===== config.mk =====
export PLATFORM = sky130hd
export DESIGN_NAME = hysteresis_relay_controller
export DESIGN_NICKNAME = d
export VERILOG_FILES = /design/src/rtl/core/hrc_pkg.sv /design/src/rtl/core/hysteresis_relay_controller.sv /design/src/rtl/core/hrc_in_stage.sv /design/src/rtl/core/hrc_cfg_regs.sv /design/src/rtl/core/hrc_decide.sv
export SDC_FILE = /design/constraint.sdc
export NUM_CORES = 1
export LEC_CHECK = 0
export ABC_AREA = 1
export BUFFER_PORTS_ARGS = -buffer_cell sky130_fd_sc_hd__buf_4
export CORE_MARGIN = 3
export CORE_UTILIZATION = 25
export CTS_BUF_LIST = sky130_fd_sc_hd__clkbuf_4
export DETAILED_ROUTE_END_ITERATION = 7
export PLACE_DENSITY = 0.5
export RECOVER_POWER = 100
export REMOVE_ABC_BUFFERS = 1
export SLEW_MARGIN = 30
export SYNTH_ARGS = -nofsm -noshare
export SYNTH_HDL_FRONTEND = slang
export SYNTH_HIERARCHICAL = 1
export SYNTH_SLANG_ARGS = --single-unit

===== constraint.sdc =====
create_clock -name clk -period 4.77 [get_ports clk]
set_clock_uncertainty 0.2 [all_clocks]
set_input_delay 0.477 -clock clk [delete_from_list [all_inputs] [get_ports clk]]
set_output_delay 0.477 -clock clk [all_outputs]
set_load 0.02 [all_outputs]

===== src/rtl/core/hrc_pkg.sv =====
// Package for the hysteresis relay controller: item, result and register types and codes.
`default_nettype none

package hrc_pkg;

	localparam int unsigned CfgIndexWidth = 8;
	localparam int unsigned CfgDataWidth  = 12;

	typedef enum logic [2:0] {
		MODE_TICK   = 3'd0,
		MODE_MANUAL = 3'd1,
		MODE_ESTOP  = 3'd2,
		MODE_REARM  = 3'd3,
		MODE_RESUME = 3'd4
	} hrc_mode_t;

	typedef enum logic [1:0] {
		LIGHT_OFF    = 2'd0,
		LIGHT_GREEN  = 2'd1,
		LIGHT_ORANGE = 2'd2,
		LIGHT_RED    = 2'd3
	} hrc_light_t;

	typedef enum logic [CfgIndexWidth-1:0] {
		REG_TEMP_ON_THRESHOLD = 8'd0,
		REG_HYSTERESIS_BAND   = 8'd1,
		REG_HUMIDITY_ALERT    = 8'd2,
		REG_ESTOP_AUTO_REARM  = 8'd3
	} hrc_reg_t;

	typedef struct packed {
		logic [2:0]         mode;
		logic signed [11:0] temperature;
		logic [9:0]         humidity;
		logic               sample_valid;
		logic               contact_closed;
		logic               command_relay;
	} hrc_in_t;

	typedef struct packed {
		logic       relay_on;
		logic [1:0] light_state;
		logic       light_update;
	} hrc_out_t;

	typedef struct packed {
		logic signed [11:0] temp_on_threshold;
		logic [8:0]         hysteresis_band;
		logic [9:0]         humidity_alert;
		logic               estop_auto_rearm;
	} hrc_cfg_t;

endpackage

`default_nettype wire


===== src/rtl/core/hysteresis_relay_controller.sv =====
// Top level of the hysteresis relay controller: input stage, decision logic, result register.
// An item passes the input register, then the result register, before its result is valid.
// Throughput: one item per cycle; the input stage advances whenever the result register is
// empty or its result is transferred in the same cycle.
// Reset (arst_n low, asynchronous): relay off, no stop latched, automatic mode, blink phase 0,
// registers at 280 / 20 / 700 / 0, both stages empty.
`default_nettype none

module hysteresis_relay_controller (
	input  wire logic                               clk,
	input  wire logic                               arst_n,
	// item channel
	input  wire logic                               item_valid,
	output logic                                    item_stall,
	input  wire hrc_pkg::hrc_in_t                   item,
	// result channel
	output logic                                    result_valid,
	input  wire logic                               result_stall,
	output hrc_pkg::hrc_out_t                       result,
	// configuration write channel
	input  wire logic                               cfg_valid,
	output logic                                    cfg_ready,
	input  wire logic [hrc_pkg::CfgIndexWidth-1:0]  cfg_index,
	input  wire logic [hrc_pkg::CfgDataWidth-1:0]   cfg_data
);
	import hrc_pkg::*;

	logic     valid_s1;
	hrc_in_t  item_s1;
	hrc_cfg_t cfg;
	hrc_out_t res;
	logic     res_valid;
	logic     advance;
	logic     fire_s1;

	logic     result_valid_q;
	hrc_out_t result_q;

	// result register can take a new value when empty or being transferred
	assign advance = !result_valid_q || !result_stall;
	// staged item is processed (state updated) exactly once, as it leaves stage 1
	assign fire_s1 = valid_s1 && advance;

	hrc_in_stage u_in_stage (
		.clk        (clk),
		.arst_n     (arst_n),
		.item_valid (item_valid),
		.item_stall (item_stall),
		.item       (item),
		.advance    (advance),
		.valid_s1   (valid_s1),
		.item_s1    (item_s1)
	);

	hrc_cfg_regs u_cfg_regs (
		.clk       (clk),
		.arst_n    (arst_n),
		.cfg_valid (cfg_valid),
		.cfg_ready (cfg_ready),
		.cfg_index (cfg_index),
		.cfg_data  (cfg_data),
		.cfg       (cfg)
	);

	hrc_decide u_decide (
		.clk       (clk),
		.arst_n    (arst_n),
		.fire      (fire_s1),
		.item      (item_s1),
		.cfg       (cfg),
		.res       (res),
		.res_valid (res_valid)
	);

	// result register: only ticks and estop triggers produce a transfer
	always_ff @(posedge clk or negedge arst_n) begin
		if (!arst_n) begin
			result_valid_q <= 1'b0;
		end else if (advance) begin
			result_valid_q <= fire_s1 && res_valid;
		end
	end

	always_ff @(posedge clk) begin
		if (advance && fire_s1 && res_valid) begin
			result_q <= res;
		end
	end

	assign result_valid = result_valid_q;
	assign result       = result_q;

	// input side only blocks behind a blocked result
	a_stall_cause: assert property (@(posedge clk) disable iff (!arst_n)
		item_stall |-> (result_valid && result_stall))
		else $error("item stall without a blocked result");

	// a result without light update is always the estop form
	a_estop_form: assert property (@(posedge clk) disable iff (!arst_n)
		(result_valid && !result.light_update)
			|-> (!result.relay_on && result.light_state == LIGHT_OFF))
		else $error("non-updating result is not relay off / light off");

	// estop trigger leaving stage 1 shows up as a result next cycle
	a_estop_result: assert property (@(posedge clk) disable iff (!arst_n)
		(fire_s1 && item_s1.mode == MODE_ESTOP) |=> (result_valid && !result.light_update))
		else $error("estop trigger did not produce its result");

endmodule

`default_nettype wire


===== src/rtl/core/hrc_in_stage.sv =====
// Input register stage of the hysteresis relay controller.
`default_nettype none

module hrc_in_stage (
	input  wire logic            clk,
	input  wire logic            arst_n,
	input  wire logic            item_valid,
	output logic                 item_stall,
	input  wire hrc_pkg::hrc_in_t item,
	input  wire logic            advance,
	output logic                 valid_s1,
	output hrc_pkg::hrc_in_t     item_s1
);
	import hrc_pkg::*;

	// hold the staged item while the result side is blocked
	assign item_stall = valid_s1 && !advance;

	always_ff @(posedge clk or negedge arst_n) begin
		if (!arst_n) begin
			valid_s1 <= 1'b0;
		end else if (!item_stall) begin
			valid_s1 <= item_valid;
		end
	end

	always_ff @(posedge clk) begin
		if (!item_stall && item_valid) begin
			item_s1 <= item;
		end
	end

endmodule

`default_nettype wire


===== src/rtl/core/hrc_cfg_regs.sv =====
// Configuration register file of the hysteresis relay controller.
`default_nettype none

module hrc_cfg_regs (
	input  wire logic                               clk,
	input  wire logic                               arst_n,
	input  wire logic                               cfg_valid,
	output logic                                    cfg_ready,
	input  wire logic [hrc_pkg::CfgIndexWidth-1:0]  cfg_index,
	input  wire logic [hrc_pkg::CfgDataWidth-1:0]   cfg_data,
	output hrc_pkg::hrc_cfg_t                       cfg
);
	import hrc_pkg::*;

	hrc_cfg_t cfg_q;

	assign cfg_ready = 1'b1;
	assign cfg       = cfg_q;

	always_ff @(posedge clk or negedge arst_n) begin
		if (!arst_n) begin
			cfg_q.temp_on_threshold <= 12'sd280;
			cfg_q.hysteresis_band   <= 9'd20;
			cfg_q.humidity_alert    <= 10'd700;
			cfg_q.estop_auto_rearm  <= 1'b0;
		end else if (cfg_valid && cfg_ready) begin
			case (cfg_index)
				REG_TEMP_ON_THRESHOLD: cfg_q.temp_on_threshold <= $signed(cfg_data[11:0]);
				REG_HYSTERESIS_BAND:   cfg_q.hysteresis_band   <= cfg_data[8:0];
				REG_HUMIDITY_ALERT:    cfg_q.humidity_alert    <= cfg_data[9:0];
				REG_ESTOP_AUTO_REARM:  cfg_q.estop_auto_rearm  <= cfg_data[0];
				default: ;  // unmapped index, dropped
			endcase
		end
	end

endmodule

`default_nettype wire


===== src/rtl/core/hrc_decide.sv =====
// Relay and light decision logic with the controller state registers.
`default_nettype none

module hrc_decide (
	input  wire logic              clk,
	input  wire logic              arst_n,
	input  wire logic              fire,
	input  wire hrc_pkg::hrc_in_t  item,
	input  wire hrc_pkg::hrc_cfg_t cfg,
	output hrc_pkg::hrc_out_t      res,
	output logic                   res_valid
);
	import hrc_pkg::*;

	logic relay_q, blink_q, estop_q, manual_q, level_q;
	logic relay_d, blink_d, estop_d, manual_d, level_d;
	logic signed [12:0] off_level;
	logic signed [12:0] temp_ext;
	logic [1:0]         light;

	assign off_level = {cfg.temp_on_threshold[11], cfg.temp_on_threshold}
		- $signed({4'b0000, cfg.hysteresis_band});
	assign temp_ext  = {item.temperature[11], item.temperature};

	always_comb begin
		relay_d   = relay_q;
		blink_d   = blink_q;
		estop_d   = estop_q;
		manual_d  = manual_q;
		level_d   = level_q;
		light     = LIGHT_OFF;
		res_valid = 1'b0;
		res       = '0;
		case (item.mode)
			MODE_MANUAL: begin
				if (!estop_q) begin
					manual_d = 1'b1;
					level_d  = item.command_relay;
				end
			end
			MODE_ESTOP: begin
				estop_d   = 1'b1;
				relay_d   = 1'b0;
				res_valid = 1'b1;
			end
			MODE_REARM:  estop_d  = 1'b0;
			MODE_RESUME: manual_d = 1'b0;
			MODE_TICK: begin
				if (estop_q && cfg.estop_auto_rearm && !item.contact_closed) begin
					estop_d = 1'b0;
				end
				if (estop_d) begin
					relay_d = 1'b0;
					blink_d = !blink_q;
					light   = blink_d ? LIGHT_RED : LIGHT_OFF;
				end else if (manual_q) begin
					relay_d = level_q;
					light   = LIGHT_ORANGE;
				end else if (!item.sample_valid) begin
					light   = LIGHT_RED;
				end else begin
					if (item.temperature >= cfg.temp_on_threshold) begin
						relay_d = 1'b1;
					end else if (temp_ext <= off_level) begin
						relay_d = 1'b0;
					end
					light = (relay_d || item.humidity > cfg.humidity_alert)
						? LIGHT_ORANGE : LIGHT_GREEN;
				end
				res_valid        = 1'b1;
				res.relay_on     = relay_d;
				res.light_state  = light;
				res.light_update = 1'b1;
			end
			default: ;  // unused codes: no effect
		endcase
	end

	always_ff @(posedge clk or negedge arst_n) begin
		if (!arst_n) begin
			relay_q  <= 1'b0;
			blink_q  <= 1'b0;
			estop_q  <= 1'b0;
			manual_q <= 1'b0;
			level_q  <= 1'b0;
		end else if (fire) begin
			relay_q  <= relay_d;
			blink_q  <= blink_d;
			estop_q  <= estop_d;
			manual_q <= manual_d;
			level_q  <= level_d;
		end
	end

endmodule

`default_nettype wire

==> results_tabular.tex <==
\begin{tabular}{lr}
\hline
Metric & Value \\
\hline
\multicolumn{2}{l}{\textbf{Global routing}} \\
Aggregate global routing overflow & 0 \\
Total global-route track usage & 11.4\% \\
First-pass GRT wire length & 16800 µm \\
Antenna violations before repair & 0 \\
Via count of the first global-routing pass & 3596 \\
Largest net degree at the start of global routing & 40 \\
\multicolumn{2}{l}{\textbf{Clock network}} \\
Setup bufs post-CTS & 0 \\
Register clock-pin slew on the reported worst setup and hold paths & 130 ps \\
Buffer levels on the longest clock path & 2 \\
Clock sink count & 71 \\
Quantity of gates resized following cts & 0 \\
Number of clock buffers inserted by TritonCTS & 9 \\
H-tree Lvls & 3 \\
Total of hold buffers inserted after clock tree synthesis & 30 \\
Root buffer selected by CTS & sky130\_fd\_sc\_hd\_\_clkbuf\_4 \\
CTS tree & yes \\
Latest clock arrival within the worst-skew pair & 430 ps \\
\multicolumn{2}{l}{\textbf{Pwr}} \\
Largest voltage drop on the vdd net & 0.000140 V \\
Leakage power figure & 2.54 nW \\
Power after layout & 0.00157 W \\
Areal power density over the cells & 295 mW/mm² \\
\multicolumn{2}{l}{\textbf{Die}} \\
Die Width & 137 µm \\
Number of placement rows & 47 \\
\# IOs & 60 \\
Area of the die & 0.0188 mm² \\
DIE HEIGHT & 137 µm \\
Initial standard-cell utilization of the core & 25.8\% \\
Area of the core & 0.0167 mm² \\
\multicolumn{2}{l}{\textbf{Synthesis}} \\
Top area cells in the synthesized netlist & sky130\_fd\_sc\_hd\_\_edfxtp\_1 (22\%), sky130\_fd\_sc\_hd\_\_dfrtp\_1 (16\%), sky130\_fd\_sc\_hd\_\_ha\_1 (13\%) \\
Synth Warn \# & 6 \\
Synth area leader & sky130\_fd\_sc\_hd\_\_edfxtp\_1 \\
Share of the synthesized area in the top cell type & 22.3\% \\
Post-synthesis area per instance & 8.79 µm² \\
Mapped Area & 0.00431 mm² \\
Gate count of the mapped netlist & 490 \\
Register bit total from synthesis & 71 \\
Fraction of the yosys area taken by sequential cells & 45.3\% \\
Synth unique cells & 42 \\
\multicolumn{2}{l}{\textbf{Detailed routing}} \\
Overall routed net length & 9840 µm \\
Antenna-violating nets left & 0 \\
Via density per instance & 4.19 \\
First-pass iteration count of the detailed router & 4 \\
Drt wl/cell & 12.2 µm \\
Number of design rule violations left after detail routing & 0 \\
Drt first-iter violations & 186 \\
Total via count after detailed routing & 3383 \\
\multicolumn{2}{l}{\textbf{Setup path}} \\
Worst path cell trace & inv\_1, ha\_1, fa\_1, o21ai\_0, nand2\_1, o31ai\_1, nand2\_1, nand3\_1, o21ai\_0, inv\_1, ha\_1, nand2\_1, inv\_1, nand2\_1, nand2\_1, a21oi\_1, nand2\_1, nand2\_1, nand3\_2, nand3\_1, nand2\_1, nand2\_1, a21oi\_2 \\
Arrival time reported for the critical path endpoint & 3850 ps \\
Sort of element at the end of the critical path & flip-flop \\
Maximum fanout along the worst path & 4 \\
Sort of element at the start of the critical path & flip-flop \\
Cell depth of the worst flop-to-flop path & 23 \\
Register-to-register setup slack & 920 ps \\
Required @ worst endpoint & 4770 ps \\
Count of buffering cells on the critical path with inverters included & 3 \\
Worst reg2reg path endpoint & result[1]\$\_DFFE\_PP\_ \\
Worst path max stage delay & 400 ps \\
Critical Path Slowest Stage Cell & sky130\_fd\_sc\_hd\_\_dfrtp\_1 \\
Path type of the worst setup path & flip-flop to flip-flop \\
Kind of cell with the highest combined delay on the critical path & simple AND/OR/NAND/NOR gates \\
Most frequent cell on the critical path & sky130\_fd\_sc\_hd\_\_nand2\_1 \\
Startpoint of the worst register-to-register path & u\_cfg\_regs/cfg[20]\$\_DFFE\_PN0P\_ \\
\multicolumn{2}{l}{\textbf{Cells and area}} \\
Layout cell share with drive strength beyond 1 & 15.8\% \\
Nets & 680 \\
Signed area change from the synthesized netlist to the final layout & 23.4\% \\
Final core utilization & 31.8\% \\
Diode insertion count for antenna repair & 0 \\
\multicolumn{2}{l}{\textbf{Hold path}} \\
Launch point of the worst hold path & cfg\_data[11] \\
Path type of the worst min-delay path & primary input to flip-flop \\
Hold Path Stages & 3 \\
Worst Hold End & u\_cfg\_regs/cfg[31]\$\_DFFE\_PN0P\_ \\
\multicolumn{2}{l}{\textbf{Timing}} \\
Slew margin rel. & -41.0\% \\
Minimum clock period after layout & 3850 ps \\
Setup repair after global routing missed its margin & false \\
Fin crit share & 80.8\% \\
Transition time of the tightest slew-check pin & 2110 ps \\
Number of setup violations in the final report & 0 \\
Maximum clock frequency & 260 MHz \\
Number of failing hold endpoints at the final stage & 0 \\
Slew Viols, Final & 69 \\
Total Neg Setup Slack & 0 ps \\
\multicolumn{2}{l}{\textbf{Run}} \\
Count of maximum capacitance violations & 3 \\
\multicolumn{2}{l}{\textbf{Placement}} \\
Placed wire-length estimate & 7660 µm \\
Final Wtd Congestion & 0.813 \\
Quantity of I/O buffers inserted on ports & 58 \\
\multicolumn{2}{l}{\textbf{Run status}} \\
Result of the run & complete, but fails checks \\
Violated checks & max-capacitance violations, max-slew violations \\
\hline
\end{tabular}
-- tightest hold or removal path, delay by kind of cell --
family,cells,cell delay (ps)
buffers and inverters,1,80
and+or+nand+nor,2,120
-- layout by cell type, fill, tap and decap left out, types with 11 or more instances in the layout --
| cell | n |
|---|---|
| sky130_fd_sc_hd__ha_1 | 44 |
| sky130_fd_sc_hd__dfstp_2 | 11 |
| sky130_fd_sc_hd__a21oi_1 | 21 |
| sky130_fd_sc_hd__buf_4 | 20 |
| sky130_fd_sc_hd__nor2_1 | 29 |
| sky130_fd_sc_hd__edfxtp_1 | 32 |
| sky130_fd_sc_hd__inv_1 | 73 |
| sky130_fd_sc_hd__dlygate4sd3_1 | 30 |
| sky130_fd_sc_hd__nand2_1 | 136 |
| sky130_fd_sc_hd__nand3_1 | 44 |
| sky130_fd_sc_hd__clkbuf_4 | 40 |
| sky130_fd_sc_hd__dfrtp_1 | 28 |
-- registers in the layout, summed over array words and instances, names as in the netlist --
signal,count
u_in_stage/valid_s1,1
result,4
u_decide/estop_q,1
u_decide/level_q,1
u_decide/manual_q,1
u_cfg_regs/cfg,32
result_valid,1
u_decide/relay_q,1
u_in_stage/item_s1,28
u_decide/blink_q,1
-- metrics by stage --
stage               area [µm²]  worst slack [ps]  hold WS, ps  std cells
floorplan                 4240              1540        -18.6        482
global placement          4960              1350          256        761
detailed placement        4960              1210          256        761
CTS                       5420              1190         15.9        807
global route              5320               583         32.7        807
finish                    5320               917         62.3        807
-- logic make-up after synthesis --
logic type | synth area share (%)
flops | 45.3
simple gates | 23.8
compound gates | 6.45
mux | 0.261
xor+xnor | 2.24
buf+inv | 8.60
other cells | 0.0870
fa+ha+maj | 13.2
-- final cells by class --
cell class,instances,area (µm²)
Clock inverter,6,83.8
Inverter,80,302
Multi-Input combinational cell,331,1920
Tap cell,220,275
Sequential cell,71,1950
Timing Repair Buffer,89,709
Fill cell,1802,11400
Clock buffer,10,75.1
-- metal layers --
layer	GRT usage [%]	vias to the layer above	share of wire, %
li1	-	1759	-
met1	13.5	1554	44
met2	19.3	55	50
met3	3.54	15	3.9
met4	4.32	0	2.1
met5	0	-	0
-- cells in the mapped netlist --
cell	number
sky130_fd_sc_hd__o21ai_1	3
sky130_fd_sc_hd__buf_6	3
sky130_fd_sc_hd__fa_1	1
sky130_fd_sc_hd__nand3_2	5
sky130_fd_sc_hd__edfxtp_1	32
sky130_fd_sc_hd__o211ai_1	1
sky130_fd_sc_hd__a21boi_0	1
sky130_fd_sc_hd__a21o_1	2
sky130_fd_sc_hd__nand3b_1	1
sky130_fd_sc_hd__nor3b_1	1
sky130_fd_sc_hd__nand4_1	4
sky130_fd_sc_hd__a31oi_1	1
sky130_fd_sc_hd__a221oi_1	1
sky130_fd_sc_hd__nor2_1	25
sky130_fd_sc_hd__conb_1	1
sky130_fd_sc_hd__nand2_2	5
sky130_fd_sc_hd__inv_2	4
sky130_fd_sc_hd__clkinv_1	2
sky130_fd_sc_hd__a21boi_1	1
sky130_fd_sc_hd__inv_1	73
sky130_fd_sc_hd__buf_2	1
sky130_fd_sc_hd__nor3_1	2
sky130_fd_sc_hd__nor2_4	4
sky130_fd_sc_hd__nor2_2	6
sky130_fd_sc_hd__xor2_1	8
sky130_fd_sc_hd__a21oi_2	2
sky130_fd_sc_hd__xnor2_1	3
sky130_fd_sc_hd__o31ai_4	1
sky130_fd_sc_hd__o21a_1	2
sky130_fd_sc_hd__nand2_1	134
sky130_fd_sc_hd__clkinv_2	1
sky130_fd_sc_hd__buf_4	4
sky130_fd_sc_hd__ha_1	44
sky130_fd_sc_hd__a21oi_1	20
sky130_fd_sc_hd__o21ai_2	2
sky130_fd_sc_hd__dfrtp_1	28
sky130_fd_sc_hd__o21ai_0	6
sky130_fd_sc_hd__nand3_1	41
sky130_fd_sc_hd__dfstp_2	11
sky130_fd_sc_hd__nand2_4	1
sky130_fd_sc_hd__mux2_2	1
sky130_fd_sc_hd__a32oi_1	1
-- worst max-delay path by stage --
stage	start	endpoint	slack, ps	depth (start not counted)
after floorplan	u_cfg_regs/cfg[20]$_DFFE_PN0P_	result[1]$_DFFE_PP_	1540	23
after global placement	u_cfg_regs/cfg[20]$_DFFE_PN0P_	result[1]$_DFFE_PP_	1350	23
after detailed placement	u_cfg_regs/cfg[20]$_DFFE_PN0P_	result[1]$_DFFE_PP_	1210	23
after CTS	u_cfg_regs/cfg[20]$_DFFE_PN0P_	result[1]$_DFFE_PP_	1190	23
after global routing	u_cfg_regs/cfg[20]$_DFFE_PN0P_	result[1]$_DFFE_PP_	580	23
final	u_cfg_regs/cfg[20]$_DFFE_PN0P_	result[1]$_DFFE_PP_	920	23
-- where the power goes --
part	switching (W)	leakage (nW)	internal [W]
clock	0.000223	0.0821	0.000217
sequential	0.0000260	0.799	0.000691
combinational	0.000235	1.66	0.000175
No activity file was read; power rests on OpenSTA's default activity.
